### src/rtl/bmp_pixel_row_encoder_defines.svh
// Assertion macros shared by the pixel row encoder RTL.
`ifndef BMP_PIXEL_ROW_ENCODER_DEFINES_SVH
`define BMP_PIXEL_ROW_ENCODER_DEFINES_SVH
`ifndef SYNTH
// same-cycle implication
`define BPRE_ASSERT_IMP(label, clk, rst, ante, cons) \
   label: assert property (@(posedge clk) disable iff (rst) (ante) |-> (cons)) \
      else $error("bpre assertion failed");
// next-cycle implication
`define BPRE_ASSERT_NXT(label, clk, rst, ante, cons) \
   label: assert property (@(posedge clk) disable iff (rst) (ante) |=> (cons)) \
      else $error("bpre assertion failed");
`else
`define BPRE_ASSERT_IMP(label, clk, rst, ante, cons)
`define BPRE_ASSERT_NXT(label, clk, rst, ante, cons)
`endif
`endif

### src/rtl/bpre_pkg.sv
// Shared types and constants of the pixel row encoder.
package bpre_pkg;

   localparam int PALETTE_DEPTH_DEF = 256;
   localparam int MAX_WIDTH_DEF     = 4096;
   localparam int QUEUE_DEPTH       = 2;

   localparam int BYTE_W     = 8;
   localparam int MODE_W     = 2;
   localparam int ROW_W      = 13;
   localparam int PCOUNT_W   = 9;
   localparam int CSR_IDX_W  = 2;
   localparam int CSR_DATA_W = 13;

   // pixel modes
   localparam logic [MODE_W-1:0] MODE_PAL8   = 2'd0;
   localparam logic [MODE_W-1:0] MODE_RGB555 = 2'd1;
   localparam logic [MODE_W-1:0] MODE_BGR24  = 2'd2;

   // register indexes
   localparam logic [CSR_IDX_W-1:0] CSR_PIXEL_MODE    = 2'd0;
   localparam logic [CSR_IDX_W-1:0] CSR_ROW_WIDTH     = 2'd1;
   localparam logic [CSR_IDX_W-1:0] CSR_PALETTE_COUNT = 2'd2;

   // item kinds
   localparam logic KIND_LOAD  = 1'b0;
   localparam logic KIND_PIXEL = 1'b1;

   localparam logic [BYTE_W-1:0] NO_MATCH = 8'd255;

   typedef struct packed {
      logic [MODE_W-1:0]   mode;
      logic [ROW_W-1:0]    row_width;
      logic [PCOUNT_W-1:0] palette_count;
   } cfg_type;

   // one pixel's worth of output: data bytes then padding zeros
   typedef struct packed {
      logic [BYTE_W-1:0] b0;
      logic [BYTE_W-1:0] b1;
      logic [BYTE_W-1:0] b2;
      logic [1:0]        nbytes;
      logic [1:0]        npad;
   } job_type;

endpackage

### src/rtl/bpre_rsp_if.sv
// Output byte channel of the pixel row encoder.
interface bpre_rsp_if;
   logic       valid;
   logic       ready;
   logic [7:0] out_byte;
   logic       is_padding;
   logic       last_of_item;

   modport source (output valid, out_byte, is_padding, last_of_item, input ready);
   modport sink   (input valid, out_byte, is_padding, last_of_item, output ready);
endinterface

### src/rtl/bpre_back.sv
// Back end: turns queued jobs into one output byte per cycle while the output is ready.
`include "bmp_pixel_row_encoder_defines.svh"
module bpre_back (
   input  logic              clock,
   input  logic              reset,
   input  bpre_pkg::job_type head_i,
   input  logic              empty_i,
   output logic              pop_o,
   bpre_rsp_if.source        rsp_ch
);
   bpre_pkg::job_type cur_ff, cur_in;
   logic [2:0]        pos_ff, pos_in;
   logic              busy_ff, busy_in;
   logic              out_valid_ff, out_valid_in;
   logic [7:0]        out_byte_ff, out_byte_in;
   logic              out_pad_ff, out_pad_in;
   logic              out_last_ff, out_last_in;

   logic       adv, fin, in_pad;
   logic [2:0] total;
   logic [7:0] data_byte;

   assign rsp_ch.valid        = out_valid_ff;
   assign rsp_ch.out_byte     = out_byte_ff;
   assign rsp_ch.is_padding   = out_pad_ff;
   assign rsp_ch.last_of_item = out_last_ff;

   always_comb begin
      total  = 3'(cur_ff.nbytes) + 3'(cur_ff.npad);
      adv    = !out_valid_ff || rsp_ch.ready;
      fin    = busy_ff && (pos_ff == total - 3'd1);
      in_pad = (pos_ff >= 3'(cur_ff.nbytes));
      case (pos_ff)
         3'd0:    data_byte = cur_ff.b0;
         3'd1:    data_byte = cur_ff.b1;
         3'd2:    data_byte = cur_ff.b2;
         default: data_byte = '0;
      endcase
      pop_o = !empty_i && (!busy_ff || (adv && fin));

      cur_in       = cur_ff;
      pos_in       = pos_ff;
      busy_in      = busy_ff;
      out_valid_in = out_valid_ff;
      out_byte_in  = out_byte_ff;
      out_pad_in   = out_pad_ff;
      out_last_in  = out_last_ff;
      if (adv) begin
         out_valid_in = busy_ff;
         out_byte_in  = in_pad ? 8'd0 : data_byte;
         out_pad_in   = in_pad;
         out_last_in  = fin;
         if (busy_ff) begin
            if (fin) begin
               busy_in = 1'b0;
            end else begin
               pos_in = pos_ff + 3'd1;
            end
         end
      end
      // next job follows its predecessor's last byte without a gap
      if (pop_o) begin
         cur_in  = head_i;
         pos_in  = '0;
         busy_in = 1'b1;
      end
   end

   always_ff @(posedge clock) begin
      if (reset) begin
         busy_ff      <= 1'b0;
         out_valid_ff <= 1'b0;
      end else begin
         busy_ff      <= busy_in;
         out_valid_ff <= out_valid_in;
      end
      cur_ff      <= cur_in;
      pos_ff      <= pos_in;
      out_byte_ff <= out_byte_in;
      out_pad_ff  <= out_pad_in;
      out_last_ff <= out_last_in;
   end

   `BPRE_ASSERT_IMP(a_pos_in_job, clock, reset, busy_ff, (pos_ff < total))
   `BPRE_ASSERT_IMP(a_pad_is_zero, clock, reset, out_valid_ff && out_pad_ff, out_byte_ff == 8'd0)
endmodule

### src/flat_wrapper.sv
// flat-port wrapper written by rule: the top's interface ports become plain ports
module bpre_back_flat 
  (clock, reset, head_i, empty_i, pop_o, rsp_ch_valid, rsp_ch_out_byte, rsp_ch_is_padding, rsp_ch_last_of_item, rsp_ch_ready);
  bpre_rsp_if rsp_ch_i ();
  input  logic clock;
  input  logic reset;
  input  bpre_pkg::job_type head_i;
  input  logic empty_i;
  output logic pop_o;
  output wire logic [$bits(rsp_ch_i.valid)-1:0] rsp_ch_valid;
  output wire logic [$bits(rsp_ch_i.out_byte)-1:0] rsp_ch_out_byte;
  output wire logic [$bits(rsp_ch_i.is_padding)-1:0] rsp_ch_is_padding;
  output wire logic [$bits(rsp_ch_i.last_of_item)-1:0] rsp_ch_last_of_item;
  input wire logic [$bits(rsp_ch_i.ready)-1:0] rsp_ch_ready;
  assign rsp_ch_valid = rsp_ch_i.valid;
  assign rsp_ch_out_byte = rsp_ch_i.out_byte;
  assign rsp_ch_is_padding = rsp_ch_i.is_padding;
  assign rsp_ch_last_of_item = rsp_ch_i.last_of_item;
  assign rsp_ch_i.ready = rsp_ch_ready;
  bpre_back u_core (.clock(clock), .reset(reset), .head_i(head_i), .empty_i(empty_i), .pop_o(pop_o), .rsp_ch(rsp_ch_i));
endmodule
### config.mk
export PLATFORM = sky130hd
export DESIGN_NAME = bpre_back_flat
export DESIGN_NICKNAME = d
export VERILOG_FILES = /design/src/rtl/bpre_pkg.sv /design/src/rtl/bpre_rsp_if.sv /design/src/rtl/bpre_back.sv /design/src/flat_wrapper.sv
export VERILOG_INCLUDE_DIRS = /design/src /design/src/rtl
export SDC_FILE = /design/constraint.sdc
export NUM_CORES = 1
export LEC_CHECK = 0
export ABC_CLOCK_PERIOD_IN_PS = 4200
export BUFFER_PORTS_ARGS = -buffer_cell sky130_fd_sc_hd__clkbuf_2
export CORE_ASPECT_RATIO = 0.6
export CORE_UTILIZATION = 52
export DETAILED_ROUTE_END_ITERATION = 6
export MAX_ROUTING_LAYER = met4
export PLACE_DENSITY = 0.8
export SYNTH_ARGS = -nofsm -noshare
export SYNTH_HDL_FRONTEND = slang
export SYNTH_SLANG_ARGS = --single-unit
export TNS_END_PERCENT = 50
### constraint.sdc
create_clock -name clock -period 4.2 [get_ports clock]
set_input_delay 0.42 -clock clock [delete_from_list [all_inputs] [get_ports clock]]
set_output_delay 0.42 -clock clock [all_outputs]
set_load 0.005 [all_outputs]
==> tab_implementation.tex <==
\begin{tabular}{lr}
\hline
Metric & Value \\
\hline
\multicolumn{2}{l}{\textbf{Global routing}} \\
Initial antenna violation count & 0 \\
First-pass GRT wire length & roughly 5000 um \\
Gr usage total & 21.0\% \\
Leftover overflow at the end of global routing & 0 \\
Vias in the first global route & 1,072 \\
Pin count of the biggest net entering global routing & 30 \\
\multicolumn{2}{l}{\textbf{Clock tree}} \\
TritonCTS clock tree & yes \\
Number of buffers inserted during clock tree synthesis & 5 \\
Clk pin slew, worst setup/hold paths & 80 ps \\
Post-CTS setup buffer count & 0 \\
Post-CTS Resized & 0 \\
H-Tree Depth & 2 \\
Insertion delay of the later-clocked pin in the worst-skew pair & 290 ps \\
CTS Root Cell & clkbuf\_8 \\
Hold-fix buffers, CTS & 0 \\
Clk buf depth & 2 \\
Number of clock sinks & 43 \\
\multicolumn{2}{l}{\textbf{Final layout}} \\
Final instance area & approximately 2100 um\^{}2 \\
Final standard cell count with taps included and fillers excluded & 198 \\
Final-stage net count & just under 200 \\
Fin util & between 60 and 70\% \\
Ratio of cells with drive above 1 in the final layout & 36.5\% \\
\# diodes & 0 \\
Area growth, synth to finish & 19.5\% \\
Number of fillers in the final layout & 230 \\
\multicolumn{2}{l}{\textbf{Job}} \\
Count of maximum capacitance violations & 0 \\
\multicolumn{2}{l}{\textbf{Place}} \\
Post-DP Area & around 2000 um\^{}2 \\
Post-placement worst setup slack & 1490 ps \\
Routability Congestion & 0.758 \\
Post-Place Cells & between 150 and 200 \\
Port Buffer Count & 43 \\
HPWL Detailed & 2260 um \\
\multicolumn{2}{l}{\textbf{Floorplanning}} \\
Height of the chip & 47.1 um \\
Placeable core region & 3040 um\^{}2 \\
Number of rows in the core area & 15 \\
Io pins & 44 \\
Effective utilization at floorplan & 58.0\% \\
Chip width & 77.2 um \\
Die Footprint & 3630 um\^{}2 \\
\multicolumn{2}{l}{\textbf{Worst setup path}} \\
Sort of element at the start of the critical path & register \\
Critical Path AT & 2590 ps \\
Worst reg2reg startpoint & u\_core.cur\_ff[3] \\
Setup CP Type & register to primary output \\
Beginning of the critical path & u\_core.cur\_ff[3] \\
Critical path required time & 3780 ps \\
Endpoint class of the critical path & primary output \\
Maximum net fanout on the critical path & 29 \\
\multicolumn{2}{l}{\textbf{Drt}} \\
Average wire per cell in the routed design & 15.6 um \\
Detailed-routing iteration count for the pre-antenna-repair pass & 4 \\
DR iter-0 viols & $\sim$120 \\
Via count normalized by instance count & approximately 5.4 \\
DR vias & 1,074 \\
Total wire length & 3090 um \\
Number of remaining DRC errors & 0 \\
Final antenna-violating net count & 0 \\
\multicolumn{2}{l}{\textbf{STA}} \\
Slew at the pin closest to its max-slew limit & 568 ps \\
Max Clk Rate & 332 MHz \\
Final WS setup & 1190 ps \\
Hold\_ws & 298 ps \\
Endpoints failing setup & 0 \\
Final critical-path share of the clock period & approximately 72\% \\
RSZ-0062 raised after global routing & false \\
Count of endpoints failing hold in the final timing report & 0 \\
Max Transition Viols Final & 0 \\
Post-Route Skew & 5.76 ps \\
Sum Neg Setup Slack & 0 ps \\
Min Clock Period, post-route & 3010 ps \\
Worst max-slew margin expressed relative to the limit & 62.1\% \\
\multicolumn{2}{l}{\textbf{Hold path}} \\
Hold Crit Class & primary input to register \\
Startpoint of the lowest-slack hold path & reset \\
\multicolumn{2}{l}{\textbf{Logic synthesis}} \\
Number of enable-type register cells in the synthesized netlist & 38 \\
Asr flop ratio synth & 0\% \\
Most common flop cell mapped by yosys & edfxtp\_1 \\
Unique cell type count in the Yosys netlist & 27 \\
Synthesized area per cell & 16.3 um\^{}2 \\
Synthesized netlist cell count & 108 \\
Number of nets in the synthesized netlist & 149 \\
Number of warning messages in the yosys log & 0 \\
Yosys reg bits & 43 \\
Cells taking the most area after synthesis & edfxtp\_1 65\%, ha\_1 6.4\%, dfxtp\_1 5.7\%, a222oi\_1 4.5\%, inv\_1 2.1\% \\
Library cell with the largest summed area after synthesis & edfxtp\_1 \\
Yosys top cell area share & roughly 65\% \\
Sequential area share after synthesis & 70.4\% \\
Netlist area before placement & between 1500 and 2000 um\^{}2 \\
\multicolumn{2}{l}{\textbf{Power and ir drop}} \\
Leak pwr & 0.883 nW \\
Power, Total & 1.31 mW \\
Power density cells & 622 nW/um\^{}2 \\
Worst vdd rail ir drop & slightly below 0.3 mV \\
\multicolumn{2}{l}{\textbf{Outcome}} \\
Run status & completed \\
\hline
\end{tabular}
[worst max-delay path: stages, from the launching register on]
cell and delay (ps):
edfxtp_1 320, inv_1 50, ha_1 270, inv_1 40
ha_1 340, xor2_4 180, nor3_4 340, a21oi_1 130
nor2_2 100, buf_4 340, clkbuf_2 180
[routing by layer]
metal / GRT usage, % / part of all wire (%)
met1: 25.5 / 43
met3: 5.83 / 8.6
met2: 31.9 / 47
met4: 14.3 / 1.5
met5: - / 0
[logic make-up after synthesis]
group                    after synthesis  share of synthesized area, %
AO/OA/AOI/OAI                         18                          8.87
flip-flops                            43                          70.4
AND/OR/NAND/NOR                       21                          6.81
XOR/XNOR                               3                          4.54
adder cells (fa/ha/maj)                9                          6.39
buffers and inverters                 14                          2.98
[flip-flops by register name, summed over array words and instances, names as in the netlist]
register / flops
u_core.rsp_ch.last_of_item: 1
u_core.rsp_ch.out_byte: 8
u_core.cur_ff: 28
u_core.busy_ff: 1
u_core.rsp_ch.valid: 1
u_core.pos_ff: 3
u_core.rsp_ch.is_padding: 1
[cells in the mapped netlist, drive strengths merged (2+ instances only)]
cell type,number
a211o,2
a21oi,3
a222oi,8
buf,2
clkbuf,2
dfxtp,5
edfxtp,38
ha,9
inv,10
nand3,2
nor2,9
nor2b,2
nor3,2
o22ai,2
[final cells by class]
type	count	area (um^2)	share of cell area [%]
multi-input cells	51	472	22.4
clock buffers	7	76.3	3.62
repair buffers	44	223	10.6
inverters	10	37.5	1.78
well taps	42	52.6	2.49
flip-flops and latches	43	1240	58.9
clock inverters	1	5.00	0.238
[cell usage in the layout (no fill, tap or decap), types with 2 or more instances in the layout]
master,n
nor2_1,8
a222oi_1,8
ha_1,9
clkbuf_2,43
nand3_1,2
nor2b_1,2
a21oi_1,3
edfxtp_1,38
o22ai_1,2
a211o_1,2
clkbuf_1,2
inv_1,10
clkbuf_8,5
dfxtp_1,5
[path summary, 6_finish.rpt]
path	to	slack (ps)	cells after the start
worst min register to register	u_core.rsp_ch.out_byte[2]	580	2
worst min-delay path	u_core.rsp_ch.valid	300	2
worst max register to register	u_core.cur_ff[1]	1750	9
worst max-delay path	pop_o	1190	10
[where the power goes]
part           switching (mW)  total (mW)  leakage, nW  internal (mW)
Sequential             0.0512       0.633        0.424          0.581
Combinational           0.242       0.434        0.417          0.192
Clock                   0.128       0.244       0.0422          0.117
(Power assumes the default switching activity.)
