==> config.mk <==
export PLATFORM = sky130hd
export DESIGN_NAME = bpre_queue
export DESIGN_NICKNAME = d
export VERILOG_FILES = /design/src/rtl/bpre_pkg.sv /design/src/rtl/bpre_queue.sv
export VERILOG_INCLUDE_DIRS = /design/src /design/src/rtl
export SDC_FILE = /design/constraint.sdc
export NUM_CORES = 1
export LEC_CHECK = 0
export ABC_AREA = 1
export BUFFER_PORTS_ARGS = -buffer_cell sky130_fd_sc_hd__clkbuf_2
export CORE_ASPECT_RATIO = 0.5
export CORE_UTILIZATION = 51
export CTS_CLUSTER_DIAMETER = 150
export DETAILED_ROUTE_END_ITERATION = 8
export PLACE_DENSITY_LB_ADDON = 0.1
export SYNTH_ARGS = -nofsm -noshare
export SYNTH_HDL_FRONTEND = slang
export SYNTH_SLANG_ARGS = --single-unit
==> constraint.sdc <==
create_clock -name clock -period 2.7 [get_ports clock]
set_input_delay 0.54 -clock clock [delete_from_list [all_inputs] [get_ports clock]]
set_output_delay 0.54 -clock clock [all_outputs]
set_load 0.1 [all_outputs]
==> src/rtl/bmp_pixel_row_encoder_defines.svh <==
// Assertion macros shared by the pixel row encoder RTL.
`ifndef BMP_PIXEL_ROW_ENCODER_DEFINES_SVH
`define BMP_PIXEL_ROW_ENCODER_DEFINES_SVH
`ifndef SYNTH
// same-cycle implication
`define BPRE_ASSERT_IMP(label, clk, rst, ante, cons) \
   label: assert property (@(posedge clk) disable iff (rst) (ante) |-> (cons)) \
      else $error("bpre assertion failed");
// next-cycle implication
`define BPRE_ASSERT_NXT(label, clk, rst, ante, cons) \
   label: assert property (@(posedge clk) disable iff (rst) (ante) |=> (cons)) \
      else $error("bpre assertion failed");
`else
`define BPRE_ASSERT_IMP(label, clk, rst, ante, cons)
`define BPRE_ASSERT_NXT(label, clk, rst, ante, cons)
`endif
`endif

==> src/rtl/bpre_pkg.sv <==
// Shared types and constants of the pixel row encoder.
package bpre_pkg;

   localparam int PALETTE_DEPTH_DEF = 256;
   localparam int MAX_WIDTH_DEF     = 4096;
   localparam int QUEUE_DEPTH       = 2;

   localparam int BYTE_W     = 8;
   localparam int MODE_W     = 2;
   localparam int ROW_W      = 13;
   localparam int PCOUNT_W   = 9;
   localparam int CSR_IDX_W  = 2;
   localparam int CSR_DATA_W = 13;

   // pixel modes
   localparam logic [MODE_W-1:0] MODE_PAL8   = 2'd0;
   localparam logic [MODE_W-1:0] MODE_RGB555 = 2'd1;
   localparam logic [MODE_W-1:0] MODE_BGR24  = 2'd2;

   // register indexes
   localparam logic [CSR_IDX_W-1:0] CSR_PIXEL_MODE    = 2'd0;
   localparam logic [CSR_IDX_W-1:0] CSR_ROW_WIDTH     = 2'd1;
   localparam logic [CSR_IDX_W-1:0] CSR_PALETTE_COUNT = 2'd2;

   // item kinds
   localparam logic KIND_LOAD  = 1'b0;
   localparam logic KIND_PIXEL = 1'b1;

   localparam logic [BYTE_W-1:0] NO_MATCH = 8'd255;

   typedef struct packed {
      logic [MODE_W-1:0]   mode;
      logic [ROW_W-1:0]    row_width;
      logic [PCOUNT_W-1:0] palette_count;
   } cfg_type;

   // one pixel's worth of output: data bytes then padding zeros
   typedef struct packed {
      logic [BYTE_W-1:0] b0;
      logic [BYTE_W-1:0] b1;
      logic [BYTE_W-1:0] b2;
      logic [1:0]        nbytes;
      logic [1:0]        npad;
   } job_type;

endpackage

==> src/rtl/bpre_queue.sv <==
// Small job FIFO between the front and back ends.
`include "bmp_pixel_row_encoder_defines.svh"
module bpre_queue (
   input  logic              clock,
   input  logic              reset,
   input  logic              push_i,
   input  bpre_pkg::job_type job_i,
   output logic              full_o,
   input  logic              pop_i,
   output logic              empty_o,
   output bpre_pkg::job_type head_o
);
   localparam int DEPTH = bpre_pkg::QUEUE_DEPTH;
   localparam int PTR_W = (DEPTH > 1) ? $clog2(DEPTH) : 1;
   localparam int CNT_W = $clog2(DEPTH + 1);

   bpre_pkg::job_type slot_ff [DEPTH];
   logic [PTR_W-1:0] wr_ptr_ff, wr_ptr_in;
   logic [PTR_W-1:0] rd_ptr_ff, rd_ptr_in;
   logic [CNT_W-1:0] count_ff, count_in;

   assign full_o  = (count_ff == CNT_W'(DEPTH));
   assign empty_o = (count_ff == '0);
   assign head_o  = slot_ff[rd_ptr_ff];

   always_comb begin
      wr_ptr_in = wr_ptr_ff;
      rd_ptr_in = rd_ptr_ff;
      count_in  = count_ff;
      if (push_i) begin
         wr_ptr_in = (wr_ptr_ff == PTR_W'(DEPTH - 1)) ? '0 : wr_ptr_ff + 1'b1;
      end
      if (pop_i) begin
         rd_ptr_in = (rd_ptr_ff == PTR_W'(DEPTH - 1)) ? '0 : rd_ptr_ff + 1'b1;
      end
      if (push_i && !pop_i) begin
         count_in = count_ff + 1'b1;
      end else if (pop_i && !push_i) begin
         count_in = count_ff - 1'b1;
      end
   end

   always_ff @(posedge clock) begin
      if (reset) begin
         wr_ptr_ff <= '0;
         rd_ptr_ff <= '0;
         count_ff  <= '0;
      end else begin
         wr_ptr_ff <= wr_ptr_in;
         rd_ptr_ff <= rd_ptr_in;
         count_ff  <= count_in;
      end
   end

   always_ff @(posedge clock) begin
      if (push_i) begin
         slot_ff[wr_ptr_ff] <= job_i;
      end
   end

   `BPRE_ASSERT_IMP(a_no_push_full, clock, reset, push_i, !full_o)
   `BPRE_ASSERT_IMP(a_no_pop_empty, clock, reset, pop_i, !empty_o)
endmodule

==> results.tsv, run 1 <==
stage	metric	value	unit
sta	slew_headroom	63.1	%
outcome	violations	DRC	
sta	rsz0062_at_grt	no	
sta	setup-tns-final	0	ns
floorplanning	dieArea	4900	µm²
sta	setup_viol	0	
cells_and_area	num_antenna_cells	0	
grt	grt_max_degree	17	
power_and_ir_drop	ir_drop	0.000345	V
clock_tree	htree_levels	3	
clock_tree	post_cts.repair.setup_buffers	0	
power_and_ir_drop	leakage	1.19	nW
floorplanning	dieHeight	50.0	µm
detailed_routing	ant_nets	0	
detailed_routing	drt_pass1_iterations	8	
yosys	synth_warnings	0	
clock_tree	clk_pin_slew	0.06	ns
clock_tree	cts_resized	0	
floorplanning	die-width	98.0	µm
sta	fmax	0.413	GHz
placement	dp.cells	240	
detailed_routing	wl_per_cell	13.8	µm
sta	post-route-min-period	2.42	ns
cells_and_area	final_area	2880	µm²
floorplanning	rows	17	
yosys	synthTopCellsByArea	edfxtp_1 (72%), mux2_4 (13%), dfxtp_1 (4.3%)	
yosys	yosysTopAreaCell	edfxtp_1	
yosys	syn-num-nets	153	
cells_and_area	drive_gt1_share	53.3	%
grt	grt_first_pass_wirelength	5.54	mm
yosys	syn_area_per_cell	19.6	µm²
grt	grt_overflow_total	0	
sta	min_period_over_period	89.6	%
clock_tree	clock_sinks	61	
grt	grt_pass1_vias	1179	
detailed_routing	vias	1236	
placement	place_congestion	0.690	
setup_path	startpoint_type	flop	
sta	worst_slack	0.280	ns
job	drv_cap	0	
floorplanning	boundaryPins	62	
cells_and_area	layoutNonFillerInstCount	256	
placement	dpl.hpwl	2.53	mm
power_and_ir_drop	powerDensity	801	nW/µm²
floorplanning	core_area	4400	µm²
cells_and_area	fillers	330	
clock_tree	ctsHoldBuffers	0	
yosys	synth_top_area_share	71.6	%
clock_tree	cts_buffers	9	
cells_and_area	final_net_count	227	
clock_tree	clk_path_buf_depth	2	
sta	slew_viol_final	0	
detailed_routing	routed_wirelength	3.54	mm
yosys	netlist_area	2350	µm²
detailed_routing	drc	2	
setup_path	path_max_fanout	16	
setup_path	crit_chain	buf_12 -> mux2_4 -> clkbuf_2	
placement	numPortBuffers	61	
clock_tree	clk_latency	0.32	ns
outcome	status	finished with violations	
clock_tree	cts-root-buf	clkbuf_8	
yosys	ys_ff_latch	61	
grt	antenna_found_initial	0	
grt	grt.total_usage	16.3	%
setup_path	worstPathRequired	2.16	ns
setup_path	crit_family	flip-flops	
setup_path	arrival	1.88	ns
floorplanning	start_util	53.4	%
yosys	synthCells	120	
setup_path	cp_num_buf_inv	2	
setup_path	worst_setup_path_end_kind	output port	
yosys	yosysSeqAreaShare	75.8	%
detailed_routing	dr.first_iter.drc_count	49	
sta	finalClockSkew	0.00426	ns
placement	pre_cts_slack	0.600	ns
detailed_routing	avgViaCountPerCell	4.83	
placement	dpl-instance-area	2730	µm²
cells_and_area	area_delta_synth_final	22.6	%
yosys	ys_types	16	
worst_hold_path	hp-class	input pin to flop	
sta	tightest_slew	0.556	ns
setup_path	max_stage_delay	0.64	ns
sta	hold_viol_final	0	
setup_path	crit_slowest_cell	dfxtp_2	
clock_tree	cts_tree	built	
setup_path	worstSetupPathType	flop to output port	
-- cells by family after synthesis --
group                    synth area share, %
AO/OA/AOI/OAI                          0.426
AND/OR/NAND/NOR                         2.61
flip-flops                              75.8
buffers and inverters                   3.62
multiplexers                            16.6
XOR/XNOR                               0.373
adder cells (fa/ha/maj)                0.532
-- cells in the final DEF (no fill, tap or decap) --
| cell | n |
|---|---|
| clkbuf_2 | 61 |
| edfxtp_1 | 56 |
| mux2_4 | 20 |
| inv_1 | 9 |
| clkbuf_8 | 9 |
| mux2_2 | 8 |
| nor2_1 | 6 |
| nand2_1 | 5 |
| clkbuf_1 | 4 |
| dfxtp_1 | 4 |
| buf_4 | 4 |
| clkinv_1 | 2 |
| nor2_2 | 1 |
| o21ai_0 | 1 |
| a21oi_1 | 1 |
| xnor2_1 | 1 |
| nor3_1 | 1 |
| nand3_1 | 1 |
| nand4_1 | 1 |
| ha_1 | 1 |
| dfxtp_2 | 1 |
| clkinv_2 | 1 |
| buf_12 | 1 |
-- power breakdown --
group	switching, mW	internal [mW]	total (mW)	leakage (nW)
logic	0.437	0.127	0.563	0.550
clock network	0.299	0.326	0.625	0.0765
registers	0.0266	1.09	1.12	0.568
-- worst paths after layout --
path                     startpoint                  endpoint  slack [ns]  cells past startpoint
max reg2reg  wr_ptr_ff$_SDFFE_PP0P_  slot_ff[0][11]$_DFFE_PP_        1.52                      2
min reg2reg  rd_ptr_ff$_SDFFE_PP0P_    rd_ptr_ff$_SDFFE_PP0P_        0.52                      2
max                            flop                head_o[25]        0.28                      3
min                        job_i[6]   slot_ff[1][6]$_DFFE_PP_        0.41                      1
-- state kept, by name, summed over array words and instances (netlist names), named ones only --
name,count
slot_ff,56
rd_ptr_ff,1
wr_ptr_ff,1
count_ff,2
-- per-layer routing --
layer	share of wire [%]	track usage (%)	up-vias
met5	0	0	-
met4	0.51	8.33	0
met3	6.7	8.09	2
met2	50	25.7	38
met1	43	18.5	599
li1	-	-	597
-- worst register-to-register path: stages (launching register included) --
cell and delay [ns]:
dfxtp_1 0.33, nor2_2 0.25, buf_4 0.30
-- metrics by stage --
step                utilization [%]  hold slack [ns]  total power [mW]
floorplan                         -            0.480              1.62
detailed placement             62.0            0.521              1.71
global route                   65.4            0.385              2.40
global placement               62.0            0.509              1.70
CTS                            65.4            0.391              2.33
finish                         65.4            0.410              2.31
-- area by class of cell --
class / count / area, µm² / share of cell area, %
inverters: 9 / 33.8 / 1.17
repair buffers: 66 / 355 / 12.3
multi-input cells: 47 / 485 / 16.9
flip-flops and latches: 61 / 1780 / 61.9
clock inverters: 3 / 12.5 / 0.434
clock buffers: 13 / 139 / 4.82
well taps: 57 / 71.3 / 2.48
-- cells in the mapped netlist --
cell type / instances
mux2_4: 20
inv_1: 9
a21oi_1: 1
dfxtp_1: 5
edfxtp_1: 56
xnor2_1: 1
nand3_1: 1
ha_1: 1
nand4_1: 1
nor2_1: 7
buf_6: 1
nor3_1: 1
mux2_2: 8
nand2_1: 5
buf_12: 2
o21ai_0: 1
Note: power is estimated with default switching activity, not from simulation.
==> inputs of run 2 (changes only) <==
RECOVER_POWER = 25   (was default)
==> results.tsv, run 2 (synthesis results as in run 1) <==
stage	metric	value	unit
outcome	status	finished with violations	
outcome	violations	DRC	
sta	hold_ws	0.411	ns
cells_and_area	num_antenna_cells	0	
grt	grt.total_usage	16.3	%
placement	dpl.hpwl	2.53	mm
cells_and_area	final_area	2870	µm²
clock_tree	cts_buffers	9	
setup_path	arrival	1.88	ns
clock_tree	htree_levels	3	
sta	post-route-min-period	2.42	ns
grt	grt_first_pass_wirelength	5.54	mm
clock_tree	cts-root-buf	clkbuf_8	
floorplanning	start_util	53.4	%
cells_and_area	largest_register	slot_ff	
clock_tree	post_cts.repair.setup_buffers	0	
placement	dpl-instance-area	2730	µm²
floorplanning	dieArea	4900	µm²
setup_path	worstSetupPathType	flop to output port	
grt	antenna_found_initial	0	
worst_hold_path	hold_path_startpoint	job_i[17]	
floorplanning	core_area	4400	µm²
detailed_routing	drt_pass1_iterations	6	
sta	rsz0062_at_grt	no	
clock_tree	cts_resized	0	
detailed_routing	dr.first_iter.drc_count	52	
placement	place_congestion	0.690	
grt	grt_overflow_total	0	
sta	setup-tns-final	0	ns
cells_and_area	area_delta_synth_final	22.3	%
clock_tree	ctsHoldBuffers	0	
detailed_routing	drc	2	
sta	min_period_over_period	89.5	%
floorplanning	boundaryPins	62	
sta	hold_viol_final	0	
clock_tree	clk_pin_slew	0.06	ns
power_and_ir_drop	power	2.31	mW
clock_tree	clk_latency	0.32	ns
clock_tree	cts_tree	built	
placement	numPortBuffers	61	
power_and_ir_drop	ir_drop	0.000345	V
cells_and_area	layout_commonest_cell	edfxtp_1	
cells_and_area	mostFrequentLayoutCells	edfxtp_1 (56), clkbuf_2 (55), mux2_4 (20), clkbuf_1 (10)	
grt	grt_max_degree	17	
setup_path	startpoint_type	flop	
setup_path	path_max_fanout	16	
sta	tightest_slew	0.556	ns
setup_path	worst_setup_path_end_kind	output port	
floorplanning	die-width	98.0	µm
cells_and_area	largest_register_ffs	56	
cells_and_area	reg_top3	slot_ff (56), count_ff (2)	
detailed_routing	vias	1240	
cells_and_area	drive_gt1_share	50.3	%
detailed_routing	ant_nets	0	
setup_path	rr_startpoint	wr_ptr_ff$_SDFFE_PP0P_	
power_and_ir_drop	leakage	1.18	nW
clock_tree	clk_path_buf_depth	2	
floorplanning	rows	17	
worst_hold_path	hp-class	input pin to flop	
sta	slew_viol_final	0	
sta	fmax	0.414	GHz
sta	setup_viol	0	
power_and_ir_drop	powerDensity	802	nW/µm²
sta	slew_headroom	63.1	%
floorplanning	dieHeight	50.0	µm
clock_tree	clock_sinks	61	
cells_and_area	final_net_count	227	
setup_path	worstPathRequired	2.16	ns
detailed_routing	avgViaCountPerCell	4.84	
grt	grt_pass1_vias	1179	
detailed_routing	wl_per_cell	13.8	µm
sta	finalClockSkew	0.00459	ns
job	drv_cap	0	
detailed_routing	routed_wirelength	3.54	mm
==> run 2: cell counts in the layout (fill, tap and decap cells not counted) <==
No cell type changed its count.
==> run 2: final timing paths <==
check	slack (ns)	endpoint	cells after the start
worst max-delay path	0.28	head_o[25]	3
worst min-delay path	0.41	slot_ff[1][17]$_DFFE_PP_	1
worst max register to register	1.52	slot_ff[0][11]$_DFFE_PP_	2
worst min register to register	0.52	rd_ptr_ff$_SDFFE_PP0P_	2
==> run 2: final cells by class <==
type | instances | area, µm²
Sequential cell | 61 | 1780
Fill cell | 334 | 1530
Multi-Input combinational cell | 47 | 485
Timing Repair Buffer | 66 | 348
Clock buffer | 13 | 139
Tap cell | 57 | 71.3
Inverter | 9 | 33.8
Clock inverter | 3 | 12.5
==> run 2: per-layer routing <==
| metal | GRT usage (%) | wire (µm) | share of wire, % |
|---|---|---|---|
| met1 | 18.5 | 1500 | 42 |
| met2 | 25.7 | 1770 | 50 |
| met3 | 8.09 | 253 | 7.1 |
| met4 | 8.33 | 18 | 0.51 |
| met5 | 0 | 0 | 0 |
==> run 2: report_power, final <==
part           total, mW  internal [mW]  switching [mW]
clock              0.626          0.326           0.299
combinational      0.562          0.126           0.437
sequential          1.12           1.09          0.0265
==> run 2: critical path, stage by stage (launching register included) <==
cell and delay, ns:
dfxtp_2 0.63, buf_12 0.23, mux2_4 0.31, clkbuf_2 0.37
==> run 2: per-stage QoR <==
stage	instances	setup WS, ns	utilization [%]
2_1_floorplan	120	0.524	-
3_3_place_gp	240	0.606	62.0
3_5_place_dp	240	0.600	62.0
4_1_cts	256	0.246	65.4
5_1_grt	256	0.175	65.2
6_report	256	0.283	65.2
